File: src/hw/rtl/tmrh_pkg.sv
// ---------------------------------------------------------------------------
// Touch map and region hit test package
// Shared constants, payload structs, control structs and the sequencer
// states of the touch mapping and region hit test unit.
// ---------------------------------------------------------------------------
package tmrh_pkg;

  // Region table size and the index widths that follow from it.
  localparam int REGION_COUNT = 16;
  localparam int RIDX_W       = (REGION_COUNT > 1) ? $clog2(REGION_COUNT) : 1;
  localparam int RCNT_W       = $clog2(REGION_COUNT + 1);

  // Configuration port.
  localparam int CFG_ADDR_W = 3;
  localparam int CFG_DATA_W = 20;

  localparam logic [CFG_ADDR_W-1:0] CFG_DEBOUNCE = 3'd0;
  localparam logic [CFG_ADDR_W-1:0] CFG_SCALE_X  = 3'd1;
  localparam logic [CFG_ADDR_W-1:0] CFG_SCALE_Y  = 3'd2;
  localparam logic [CFG_ADDR_W-1:0] CFG_OFFSET_X = 3'd3;
  localparam logic [CFG_ADDR_W-1:0] CFG_OFFSET_Y = 3'd4;
  localparam logic [CFG_ADDR_W-1:0] CFG_HEIGHT   = 3'd5;

  // Register reset values.
  localparam logic [15:0] DEBOUNCE_RST = 16'd200;
  localparam logic [19:0] SCALE_RST    = 20'd4096;
  localparam logic [11:0] OFFSET_RST   = 12'd0;
  localparam logic [11:0] HEIGHT_RST   = 12'd320;

  // Item modes.
  localparam logic [1:0] MODE_TICK   = 2'd0;
  localparam logic [1:0] MODE_TOUCH  = 2'd1;
  localparam logic [1:0] MODE_REGION = 2'd2;

  // Fixed-point widths of the mapping datapath.
  localparam int FRAC_W = 16;
  localparam int PROD_W = 34;
  localparam int Q_W    = 35;

  // Tick counter saturation value.
  localparam logic [15:0] MS_MAX = 16'hFFFF;

  typedef struct packed {
    logic [1:0]         mode;
    logic [11:0]        raw_x;
    logic [11:0]        raw_y;
    logic [3:0]         slot;
    logic signed [15:0] left_bound;
    logic signed [15:0] right_bound;
    logic signed [15:0] top_bound;
    logic signed [15:0] bottom_bound;
    logic               slot_enabled;
  } in_item_t;

  typedef struct packed {
    logic               accepted;
    logic signed [15:0] screen_x;
    logic signed [15:0] screen_y;
    logic               hit;
    logic [3:0]         hit_slot;
  } out_item_t;

  // One entry of the region bounds memory.
  typedef struct packed {
    logic signed [15:0] bottom;
    logic signed [15:0] top;
    logic signed [15:0] right;
    logic signed [15:0] left;
  } region_bounds_t;

  typedef struct packed {
    logic [19:0] scale_x;
    logic [19:0] scale_y;
    logic [11:0] offset_x;
    logic [11:0] offset_y;
    logic [11:0] screen_height;
  } map_cfg_t;

  typedef struct packed {
    logic           valid;
    logic [3:0]     slot;
    region_bounds_t bounds;
    logic           enable;
  } region_wr_t;

  typedef struct packed {
    logic       done;
    logic       hit;
    logic [3:0] hit_slot;
  } scan_res_t;

  typedef enum logic [1:0] {
    ST_IDLE,
    ST_MAP,
    ST_SCAN,
    ST_DONE
  } tmrh_state_t;

endpackage

File: src/hw/rtl/tmrh_ram.sv
// ---------------------------------------------------------------------------
// Generic single-port-write RAM
// One write port and one read port with a registered read.
// ---------------------------------------------------------------------------
module tmrh_ram #(
  parameter int WIDTH = 8,
  parameter int DEPTH = 16
) (
  input  logic                                     clk,
  input  logic                                     we,
  input  logic [((DEPTH > 1) ? $clog2(DEPTH) : 1)-1:0] waddr,
  input  logic [WIDTH-1:0]                         wdata,
  input  logic [((DEPTH > 1) ? $clog2(DEPTH) : 1)-1:0] raddr,
  output logic [WIDTH-1:0]                         rdata
);

  logic [WIDTH-1:0] mem [DEPTH];
  logic [WIDTH-1:0] rdata_r;

  // Write port and registered read port.
  always_ff @(posedge clk) begin
    if (we) begin
      mem[waddr] <= wdata;
    end
    rdata_r <= mem[raddr];
  end

  assign rdata = rdata_r;

endmodule

File: src/hw/rtl/tmrh_map.sv
// ---------------------------------------------------------------------------
// Touch coordinate mapper
// Three-stage pipeline: offset and scale products, vertical flip, then
// truncation toward zero and saturation to signed 16 bits.
// ---------------------------------------------------------------------------
module tmrh_map
  import tmrh_pkg::*;
(
  input  logic               clk,
  input  logic               rst_n,
  input  logic               start,
  input  logic [11:0]        raw_x,
  input  logic [11:0]        raw_y,
  input  map_cfg_t           cfg,
  output logic               done,
  output logic signed [15:0] screen_x,
  output logic signed [15:0] screen_y
);

  localparam int WHOLE_W = Q_W - FRAC_W;
  localparam logic signed [WHOLE_W-1:0] S16_MAX = WHOLE_W'(32'sd32767);
  localparam logic signed [WHOLE_W-1:0] S16_MIN = WHOLE_W'(-32'sd32768);

  // Truncate a Q16 value toward zero and clamp it to signed 16 bits.
  function automatic logic signed [15:0] q16_to_s16(input logic signed [Q_W-1:0] q);
    logic signed [Q_W-1:0]     biased;
    logic signed [WHOLE_W-1:0] whole;
    biased = q + $signed({{(Q_W - FRAC_W){1'b0}}, {FRAC_W{q[Q_W-1]}}});
    whole  = biased[Q_W-1:FRAC_W];
    if (whole > S16_MAX) begin
      return 16'sh7FFF;
    end else if (whole < S16_MIN) begin
      return -16'sh8000;
    end
    return whole[15:0];
  endfunction

  logic v1_r, v2_r, v3_r;
  logic signed [12:0]       diff_x, diff_y;
  logic signed [PROD_W-1:0] px_r, py_r;
  logic [11:0]              hgt_r;
  logic signed [Q_W-1:0]    qx_r, qy_r;
  logic signed [15:0]       sx_r, sy_r;

  // Raw offsets; screen x comes from raw y and screen y from raw x.
  assign diff_x = $signed({1'b0, raw_y}) - $signed({1'b0, cfg.offset_x});
  assign diff_y = $signed({1'b0, raw_x}) - $signed({1'b0, cfg.offset_y});

  // Stage valid pipeline.
  always_ff @(posedge clk) begin
    if (!rst_n) begin
      v1_r <= 1'b0;
      v2_r <= 1'b0;
      v3_r <= 1'b0;
    end else begin
      v1_r <= start;
      v2_r <= v1_r;
      v3_r <= v2_r;
    end
  end

  // Datapath stages.
  always_ff @(posedge clk) begin
    px_r  <= diff_x * $signed({1'b0, cfg.scale_x});
    py_r  <= diff_y * $signed({1'b0, cfg.scale_y});
    hgt_r <= cfg.screen_height;
    qx_r  <= Q_W'(px_r);
    qy_r  <= $signed(Q_W'({hgt_r, {FRAC_W{1'b0}}})) - Q_W'(py_r);
    sx_r  <= q16_to_s16(qx_r);
    sy_r  <= q16_to_s16(qy_r);
  end

  assign done     = v3_r;
  assign screen_x = sx_r;
  assign screen_y = sy_r;

endmodule

File: src/hw/rtl/tmrh_region.sv
// ---------------------------------------------------------------------------
// Region table and hit scanner
// Holds region bounds in a RAM and enables in flops, and scans the table
// in index order for the first enabled region that holds a point.
// ---------------------------------------------------------------------------
module tmrh_region
  import tmrh_pkg::*;
(
  input  logic               clk,
  input  logic               rst_n,
  input  region_wr_t         wr,
  input  logic               start,
  input  logic signed [15:0] pt_x,
  input  logic signed [15:0] pt_y,
  output scan_res_t          res
);

  logic [REGION_COUNT-1:0] en_r;
  logic                    busy_r, busy_nxt;
  logic [RCNT_W-1:0]       rd_cnt_r, rd_cnt_nxt;
  logic                    chk_v_r, chk_v_nxt;
  logic [RIDX_W-1:0]       chk_idx_r, chk_idx_nxt;
  logic signed [15:0]      px_r, py_r;
  scan_res_t               res_r, res_nxt;
  logic                    wr_ok;
  logic [RIDX_W-1:0]       waddr;
  logic [RIDX_W-1:0]       raddr;
  region_bounds_t          rdata;
  logic                    inside_pt;

  assign wr_ok = wr.valid && (32'(wr.slot) < REGION_COUNT);
  assign waddr = RIDX_W'(wr.slot);
  assign raddr = rd_cnt_r[RIDX_W-1:0];

  tmrh_ram #(
    .WIDTH($bits(region_bounds_t)),
    .DEPTH(REGION_COUNT)
  ) u_bounds_ram (
    .clk  (clk),
    .we   (wr_ok),
    .waddr(waddr),
    .wdata(wr.bounds),
    .raddr(raddr),
    .rdata(rdata)
  );

  // Enable flags, cleared at reset.
  always_ff @(posedge clk) begin
    if (!rst_n) begin
      en_r <= '0;
    end else if (wr_ok) begin
      en_r[waddr] <= wr.enable;
    end
  end

  // Half-open containment test on the entry read last cycle.
  assign inside_pt = en_r[chk_idx_r] &&
                     (px_r >= rdata.left) && (px_r < rdata.right) &&
                     (py_r >= rdata.top) && (py_r < rdata.bottom);

  // Scan sequencing: one read issued and one entry tested per cycle.
  always_comb begin
    busy_nxt    = busy_r;
    rd_cnt_nxt  = rd_cnt_r;
    chk_v_nxt   = 1'b0;
    chk_idx_nxt = chk_idx_r;
    res_nxt     = '0;
    if (start) begin
      busy_nxt   = 1'b1;
      rd_cnt_nxt = '0;
    end else if (busy_r) begin
      if (32'(rd_cnt_r) < REGION_COUNT) begin
        rd_cnt_nxt  = rd_cnt_r + RCNT_W'(1);
        chk_v_nxt   = 1'b1;
        chk_idx_nxt = raddr;
      end
      if (chk_v_r) begin
        if (inside_pt) begin
          busy_nxt         = 1'b0;
          chk_v_nxt        = 1'b0;
          res_nxt.done     = 1'b1;
          res_nxt.hit      = 1'b1;
          res_nxt.hit_slot = 4'(chk_idx_r);
        end else if (chk_idx_r == RIDX_W'(REGION_COUNT - 1)) begin
          busy_nxt     = 1'b0;
          chk_v_nxt    = 1'b0;
          res_nxt.done = 1'b1;
        end
      end
    end
  end

  always_ff @(posedge clk) begin
    if (!rst_n) begin
      busy_r   <= 1'b0;
      chk_v_r  <= 1'b0;
      rd_cnt_r <= '0;
      res_r    <= '0;
    end else begin
      busy_r   <= busy_nxt;
      chk_v_r  <= chk_v_nxt;
      rd_cnt_r <= rd_cnt_nxt;
      res_r    <= res_nxt;
    end
  end

  // Point and index registers carry no reset.
  always_ff @(posedge clk) begin
    chk_idx_r <= chk_idx_nxt;
    if (start) begin
      px_r <= pt_x;
      py_r <= pt_y;
    end
  end

  assign res = res_r;

  // A reported hit names an enabled region.
  a_hit_enabled: assert property (@(posedge clk) disable iff (!rst_n)
    (res_r.done && res_r.hit) |-> en_r[RIDX_W'(res_r.hit_slot)])
    else $error("hit reported on a disabled region");

  // When a result is reported, the scan is no longer busy.
  a_done_ends_scan: assert property (@(posedge clk) disable iff (!rst_n)
    res_r.done |-> !busy_r)
    else $error("scan still busy after its result");

endmodule

File: src/hw/rtl/touch_map_and_region_hit_test_unit.sv
// ---------------------------------------------------------------------------
// Touch map and region hit test unit
// Debounces touch samples, maps them to screen coordinates and finds the
// first enabled region of the region table that holds the point.
// ---------------------------------------------------------------------------
// Usage:
// Items enter on in_valid/in_ready and carry a mode: a millisecond tick, a
// touch sample or a region table write. Every item yields exactly one
// result item on out_valid/out_ready. Registers are written on cfg_we with
// cfg_addr and cfg_wdata; the user must write them only while the unit is
// idle, which the block itself does not enforce. A tick, a region write
// or a touch rejected by debounce skips the mapping and the scan. An
// accepted touch passes the mapping pipeline and then the region scan,
// which reads one bounds RAM entry a cycle in index order through the
// single read port of the region RAM and stops at the first region that
// holds the point, or after the last region when none does.
// One item is worked on at a time; the next is taken as soon as the result
// has moved to the output register, even while that result waits.
// Reset loads the register defaults, clears the tick counter and all region
// enables; region bounds are left as they are. A stalled receiver holds the
// result in the output register and the unit stops before loading the next.
// ---------------------------------------------------------------------------
module touch_map_and_region_hit_test_unit
  import tmrh_pkg::*;
(
  input  logic                  clk,
  input  logic                  rst_n,
  input  logic                  in_valid,
  output logic                  in_ready,
  input  in_item_t              in_data,
  output logic                  out_valid,
  input  logic                  out_ready,
  output out_item_t             out_data,
  input  logic                  cfg_we,
  input  logic [CFG_ADDR_W-1:0] cfg_addr,
  input  logic [CFG_DATA_W-1:0] cfg_wdata
);

  tmrh_state_t state_r, state_nxt;
  logic [15:0] ms_r, ms_nxt;
  logic [15:0] debounce_r;
  map_cfg_t    map_cfg_r;
  out_item_t   res_r, res_nxt;
  logic        out_valid_r, out_valid_nxt;
  out_item_t   out_data_r;
  logic        in_fire;
  logic        out_free;
  logic        map_start;
  logic        map_done;
  logic signed [15:0] map_sx, map_sy;
  logic        scan_start;
  scan_res_t   scan_res;
  region_wr_t  region_wr;

  assign in_fire  = in_valid && in_ready;
  assign out_free = !out_valid_r || out_ready;

  // Configuration registers.
  always_ff @(posedge clk) begin
    if (!rst_n) begin
      debounce_r              <= DEBOUNCE_RST;
      map_cfg_r.scale_x       <= SCALE_RST;
      map_cfg_r.scale_y       <= SCALE_RST;
      map_cfg_r.offset_x      <= OFFSET_RST;
      map_cfg_r.offset_y      <= OFFSET_RST;
      map_cfg_r.screen_height <= HEIGHT_RST;
    end else if (cfg_we) begin
      case (cfg_addr)
        CFG_DEBOUNCE: debounce_r              <= cfg_wdata[15:0];
        CFG_SCALE_X:  map_cfg_r.scale_x       <= cfg_wdata;
        CFG_SCALE_Y:  map_cfg_r.scale_y       <= cfg_wdata;
        CFG_OFFSET_X: map_cfg_r.offset_x      <= cfg_wdata[11:0];
        CFG_OFFSET_Y: map_cfg_r.offset_y      <= cfg_wdata[11:0];
        CFG_HEIGHT:   map_cfg_r.screen_height <= cfg_wdata[11:0];
        default: ;
      endcase
    end
  end

  // Region table writes go straight to the region store.
  always_comb begin
    region_wr.valid         = in_fire && (in_data.mode == MODE_REGION);
    region_wr.slot          = in_data.slot;
    region_wr.bounds.left   = in_data.left_bound;
    region_wr.bounds.right  = in_data.right_bound;
    region_wr.bounds.top    = in_data.top_bound;
    region_wr.bounds.bottom = in_data.bottom_bound;
    region_wr.enable        = in_data.slot_enabled;
  end

  tmrh_map u_map (
    .clk     (clk),
    .rst_n   (rst_n),
    .start   (map_start),
    .raw_x   (in_data.raw_x),
    .raw_y   (in_data.raw_y),
    .cfg     (map_cfg_r),
    .done    (map_done),
    .screen_x(map_sx),
    .screen_y(map_sy)
  );

  tmrh_region u_region (
    .clk  (clk),
    .rst_n(rst_n),
    .wr   (region_wr),
    .start(scan_start),
    .pt_x (map_sx),
    .pt_y (map_sy),
    .res  (scan_res)
  );

  // Sequencer: next state, counter update and result assembly.
  always_comb begin
    state_nxt     = state_r;
    ms_nxt        = ms_r;
    res_nxt       = res_r;
    out_valid_nxt = out_valid_r && !out_ready;
    in_ready      = 1'b0;
    map_start     = 1'b0;
    scan_start    = 1'b0;
    case (state_r)
      ST_IDLE: begin
        in_ready = 1'b1;
        if (in_valid) begin
          res_nxt   = '0;
          state_nxt = ST_DONE;
          case (in_data.mode)
            MODE_TICK: begin
              if (ms_r != MS_MAX) begin
                ms_nxt = ms_r + 16'd1;
              end
            end
            MODE_TOUCH: begin
              if (ms_r > debounce_r) begin
                ms_nxt           = '0;
                map_start        = 1'b1;
                res_nxt.accepted = 1'b1;
                state_nxt        = ST_MAP;
              end
            end
            default: ;
          endcase
        end
      end
      ST_MAP: begin
        if (map_done) begin
          res_nxt.screen_x = map_sx;
          res_nxt.screen_y = map_sy;
          scan_start       = 1'b1;
          state_nxt        = ST_SCAN;
        end
      end
      ST_SCAN: begin
        if (scan_res.done) begin
          res_nxt.hit      = scan_res.hit;
          res_nxt.hit_slot = scan_res.hit_slot;
          state_nxt        = ST_DONE;
        end
      end
      ST_DONE: begin
        if (out_free) begin
          out_valid_nxt = 1'b1;
          state_nxt     = ST_IDLE;
        end
      end
      default: state_nxt = ST_IDLE;
    endcase
  end

  always_ff @(posedge clk) begin
    if (!rst_n) begin
      state_r     <= ST_IDLE;
      ms_r        <= '0;
      out_valid_r <= 1'b0;
    end else begin
      state_r     <= state_nxt;
      ms_r        <= ms_nxt;
      out_valid_r <= out_valid_nxt;
    end
  end

  // Result and output payload registers.
  always_ff @(posedge clk) begin
    res_r <= res_nxt;
    if (state_r == ST_DONE && out_free) begin
      out_data_r <= res_r;
    end
  end

  assign out_valid = out_valid_r;
  assign out_data  = out_data_r;

  // An accepted touch restarts the debounce counter.
  a_touch_clears_ms: assert property (@(posedge clk) disable iff (!rst_n)
    (in_fire && in_data.mode == MODE_TOUCH && ms_r > debounce_r) |=> (ms_r == '0))
    else $error("debounce counter not cleared by an accepted touch");

  // A finished result is not dropped while the output slot is occupied.
  a_done_waits: assert property (@(posedge clk) disable iff (!rst_n)
    (state_r == ST_DONE && out_valid_r && !out_ready) |=> (state_r == ST_DONE))
    else $error("result left the sequencer while the output was stalled");

  // Items that were not mapped carry an all-zero result.
  a_zero_when_rejected: assert property (@(posedge clk) disable iff (!rst_n)
    (out_valid_r && !out_data_r.accepted) |->
      (out_data_r.screen_x == '0 && out_data_r.screen_y == '0 &&
       !out_data_r.hit && out_data_r.hit_slot == '0))
    else $error("nonzero fields on a result with no accepted touch");

endmodule
File: config.mk
export PLATFORM = sky130hd
export DESIGN_NAME = touch_map_and_region_hit_test_unit
export DESIGN_NICKNAME = d
export VERILOG_FILES = /design/src/hw/rtl/tmrh_pkg.sv /design/src/hw/rtl/tmrh_ram.sv /design/src/hw/rtl/tmrh_map.sv /design/src/hw/rtl/tmrh_region.sv /design/src/hw/rtl/touch_map_and_region_hit_test_unit.sv
export SDC_FILE = /design/constraint.sdc
export NUM_CORES = 2
export LEC_CHECK = 0
export ABC_AREA = 1
export ABC_CLOCK_PERIOD_IN_PS = 9100
export BUFFER_PORTS_ARGS = -buffer_cell sky130_fd_sc_hd__buf_2
export CORE_ASPECT_RATIO = 0.5
export CORE_UTILIZATION = 47
export CTS_CLUSTER_SIZE = 30
export DETAILED_ROUTE_END_ITERATION = 10
export SLEW_MARGIN = 40
export SYNTH_ARGS = -nofsm -noshare
export SYNTH_HDL_FRONTEND = slang
export SYNTH_SLANG_ARGS = --single-unit
File: constraint.sdc
create_clock -name clk -period 9.1 [get_ports clk]
set_clock_uncertainty 0.2 [all_clocks]
set_input_delay 0 -clock clk [delete_from_list [all_inputs] [get_ports clk]]
set_output_delay 0 -clock clk [all_outputs]
set_load 0.01 [all_outputs]
==> results.md <==
* Outcome: complete, but fails checks
* Failing checks: design-rule violations
* Synth area leader: edfxtp_1
* Final WL at a little under 200 mm
* Post-Syn Nets at ~7800
* Initial antenna violation count at 5
* CTS Root Cell: clkbuf_16
* Inst Count DP at 9018
* Fillers at 14000
* Worst-path clk slew at 0.07 ns
* PwrDens at just over 200 nW/um2
* Unique masters post-synth at 67
* Area growth, synth to finish at 12.9%
* Ys async rst share at 0%
* Yosys reg bits at between 1500 and 2000
* Reg area at 41900 um2
* Drt first pass iters at 8
* Synth top area cells: edfxtp_1, fa_1, dfxtp_1, ha_1, nor2_1
* CTS tree: yes
* Grt ovf at 0
* TNS Setup at 0 ns
* Io pins at between 150 and 200
* Final ANT Viol Nets at 0
* Longest Clk Path Bufs at 4
* Layout Nets at roughly 8000
* Crit path time final at between 7 and 8 ns
* RSZ-0062 raised after global routing: false
* Post-synth EDFFs at around 1100
* CP Class: register to register
* Peak supply drop at 0.157 mV
* Initial Utilization at a little under half
* Hold Violations, Final at 0
* Largest net degree at the start of global routing at 181
* Vias in the first global route at between 40000 and 50000
* Sequential area share after synthesis at between 50% and 60%
* Most frequent cells in the layout: edfxtp_1, nor2_1, nand2_1, inv_1, o21ai_0
* Rows at 104
* CP max stage cell: fa_1
* Setup violations, final at 0
* DPL Wire Length at roughly 130 mm
* Commonest non-fill, non-tap cell in the layout: edfxtp_1
* Port-buffer cells at approximately 160
* Crit path DAT at 8.11 ns
* Share of cells above drive strength 1 at between 7 and 8%
* Crit-path most repeated cell: fa_1
* Residual DRC count at 2
* Fmax at 130 MHz
* Req. time, crit path at 9.52 ns
* Clk_lat worst skew at just under 0.8 ns
* Worst Hold Class: input pin to register
* First-pass GRT wire length at between 200 and 300 mm
* Leak at around 34 nW
* Synth top area share at 44.5%
* Starting DRT DRC Count at 4551
* Max incr delay on CP at just over 0.5 ns
* Die width at 573 um
* Multi-input logic area at approximately 31000 um2
* Routed vias at roughly 50000
* Wire per inst at between 20 and 25 um
* Crit share post-route at a little over four fifths
* Critical Path Sink Type: register
* Core area at roughly 160000 um2
* Post-synth top flop: edfxtp_1
* Synthesized area at around 77000 um2
* CTS Sinks at 1524
* GRT Util Overall at a little under a quarter
* Cell count after synthesis at about 7000
* Mapped Avg Cell Area at approximately 11 um2
* Max H-tree Level at 4
* Warnings from Yosys at 0
* Worst R2R Setup Slack at 1.41 ns
* Cts bufs inserted at approximately 150
* Max_cap viols at 0
* Tightest Pin Transition at between 0.8 and 0.9 ns
* CP max FO at 11
* Final Max Slew Viols at 0
* Vias per cell at approximately 5.4
* Slew margin rel. at 42.5%
* Die Y at 287 um
* Post-Layout Cell Count at 9481
* Crit start category: register
* Die Footprint at around 160000 um2
* Gpl congestion at 0.920
-- worst max-delay path: cells and delay by family (launching register included) --
family                   cells  cell delay, ns
flip-flops                   1            0.32
adder cells (fa/ha/maj)      9            3.82
XOR/XNOR                     1            0.15
AND/OR/NAND/NOR              8            1.11
buffers and inverters        4            0.57
AO/OA/AOI/OAI                8            1.41
-- cells in the mapped netlist, drive strengths merged (10+ instances only) --
library cell / instances
edfxtp: 1136
nor2: 953
nand2: 897
inv: 817
o21ai: 441
fa: 398
dfxtp: 388
ha: 373
a21oi: 282
clkbuf: 239
nand3: 239
o32ai: 144
o221ai: 117
mux2i: 112
xor2: 85
buf: 63
nor3: 42
xnor2: 39
nand4: 32
o211ai: 26
or2: 18
a21o: 13
nor4: 10
-- cell families (layout without fill, tap and decap cells) --
family	Yosys count	in the layout	share of synthesized area, %
flops	1524	1524	54.7
other cells	0	2	0
simple gates	2196	2196	11.7
mux	112	112	1.46
buf+inv	1126	1514	5.65
xor+xnor	124	124	1.42
compound gates	1065	1065	8.57
fa+ha+maj	771	771	16.5
-- timing repair --
item                      4_1_cts  5_1_grt
hold buffers                  203        0
buffers inserted                0        0
gates resized for setup         0        0
hold endpoints to repair     1308        0
-- state kept, by name, summed over array words and instances (netlist names), 34 cells and up --
| name | cells |
|---|---|
| u_region.u_bounds_ram.mem | 1024 |
| map_cfg_r | 76 |
| u_region.u_bounds_ram.rdata | 64 |
| out_data | 38 |
| res_r | 38 |
| u_map.qy_r | 35 |
| u_map.px_r | 34 |
| u_map.py_r | 34 |
| u_map.qx_r | 34 |
-- metal layers --
layer | wire [um] | GRT usage (%) | part of all wire (%) | vias to the layer above
li1 | - | - | - | 24100
met1 | 89000 | 33.9 | 45 | 25000
met2 | 87200 | 37.2 | 45 | 1612
met3 | 15200 | 4.66 | 7.8 | 265
met4 | 4220 | 5.57 | 2.2 | 0
met5 | 0 | 0 | 0 | -
-- where the power goes --
part,internal (mW),switching [mW],leakage (nW)
clock,3.29,2.60,2.21
combinational,1.39,2.32,18.6
sequential,8.01,0.240,13.5
-- layout make-up --
cell class / instances / area share (%)
clock inverter: 48 / 0.498
clock buffer: 208 / 4.74
timing repair buffer: 434 / 4.26
multi-input combinational: 4268 / 35.3
tap: 2173 / 3.14
inverter: 824 / 3.60
sequential: 1524 / 48.4
antenna: 2 / 0.00579
-- worst paths after layout --
path / endpoint / start / depth (start not counted)
worst min-delay path: u_region.u_bounds_ram.mem[1][0] / in_data[49] / 2
worst max-delay path: u_map.py_r[31] / map_cfg_r[12] / 30
worst max register to register: u_map.py_r[31] / map_cfg_r[12] / 30
worst min register to register: u_map.qx_r[21] / u_map.px_r[21] / 0
-- through the flow --
stage               cell area [um2]  utilization [%]  power, mW  hold WS, ns  setup slack, ns
global placement              79500             49.3       12.0        0.110             1.65
global route                  86500             53.6       18.8       0.0190            0.985
floorplan                     76600                -       11.0       -0.101             2.31
finish                        86500             53.6       17.8       0.0281             1.41
detailed placement            79900             49.5       12.0        0.112             1.54
CTS                           86400             53.6       18.0     0.000700             1.53
(Power assumes the default switching activity.)
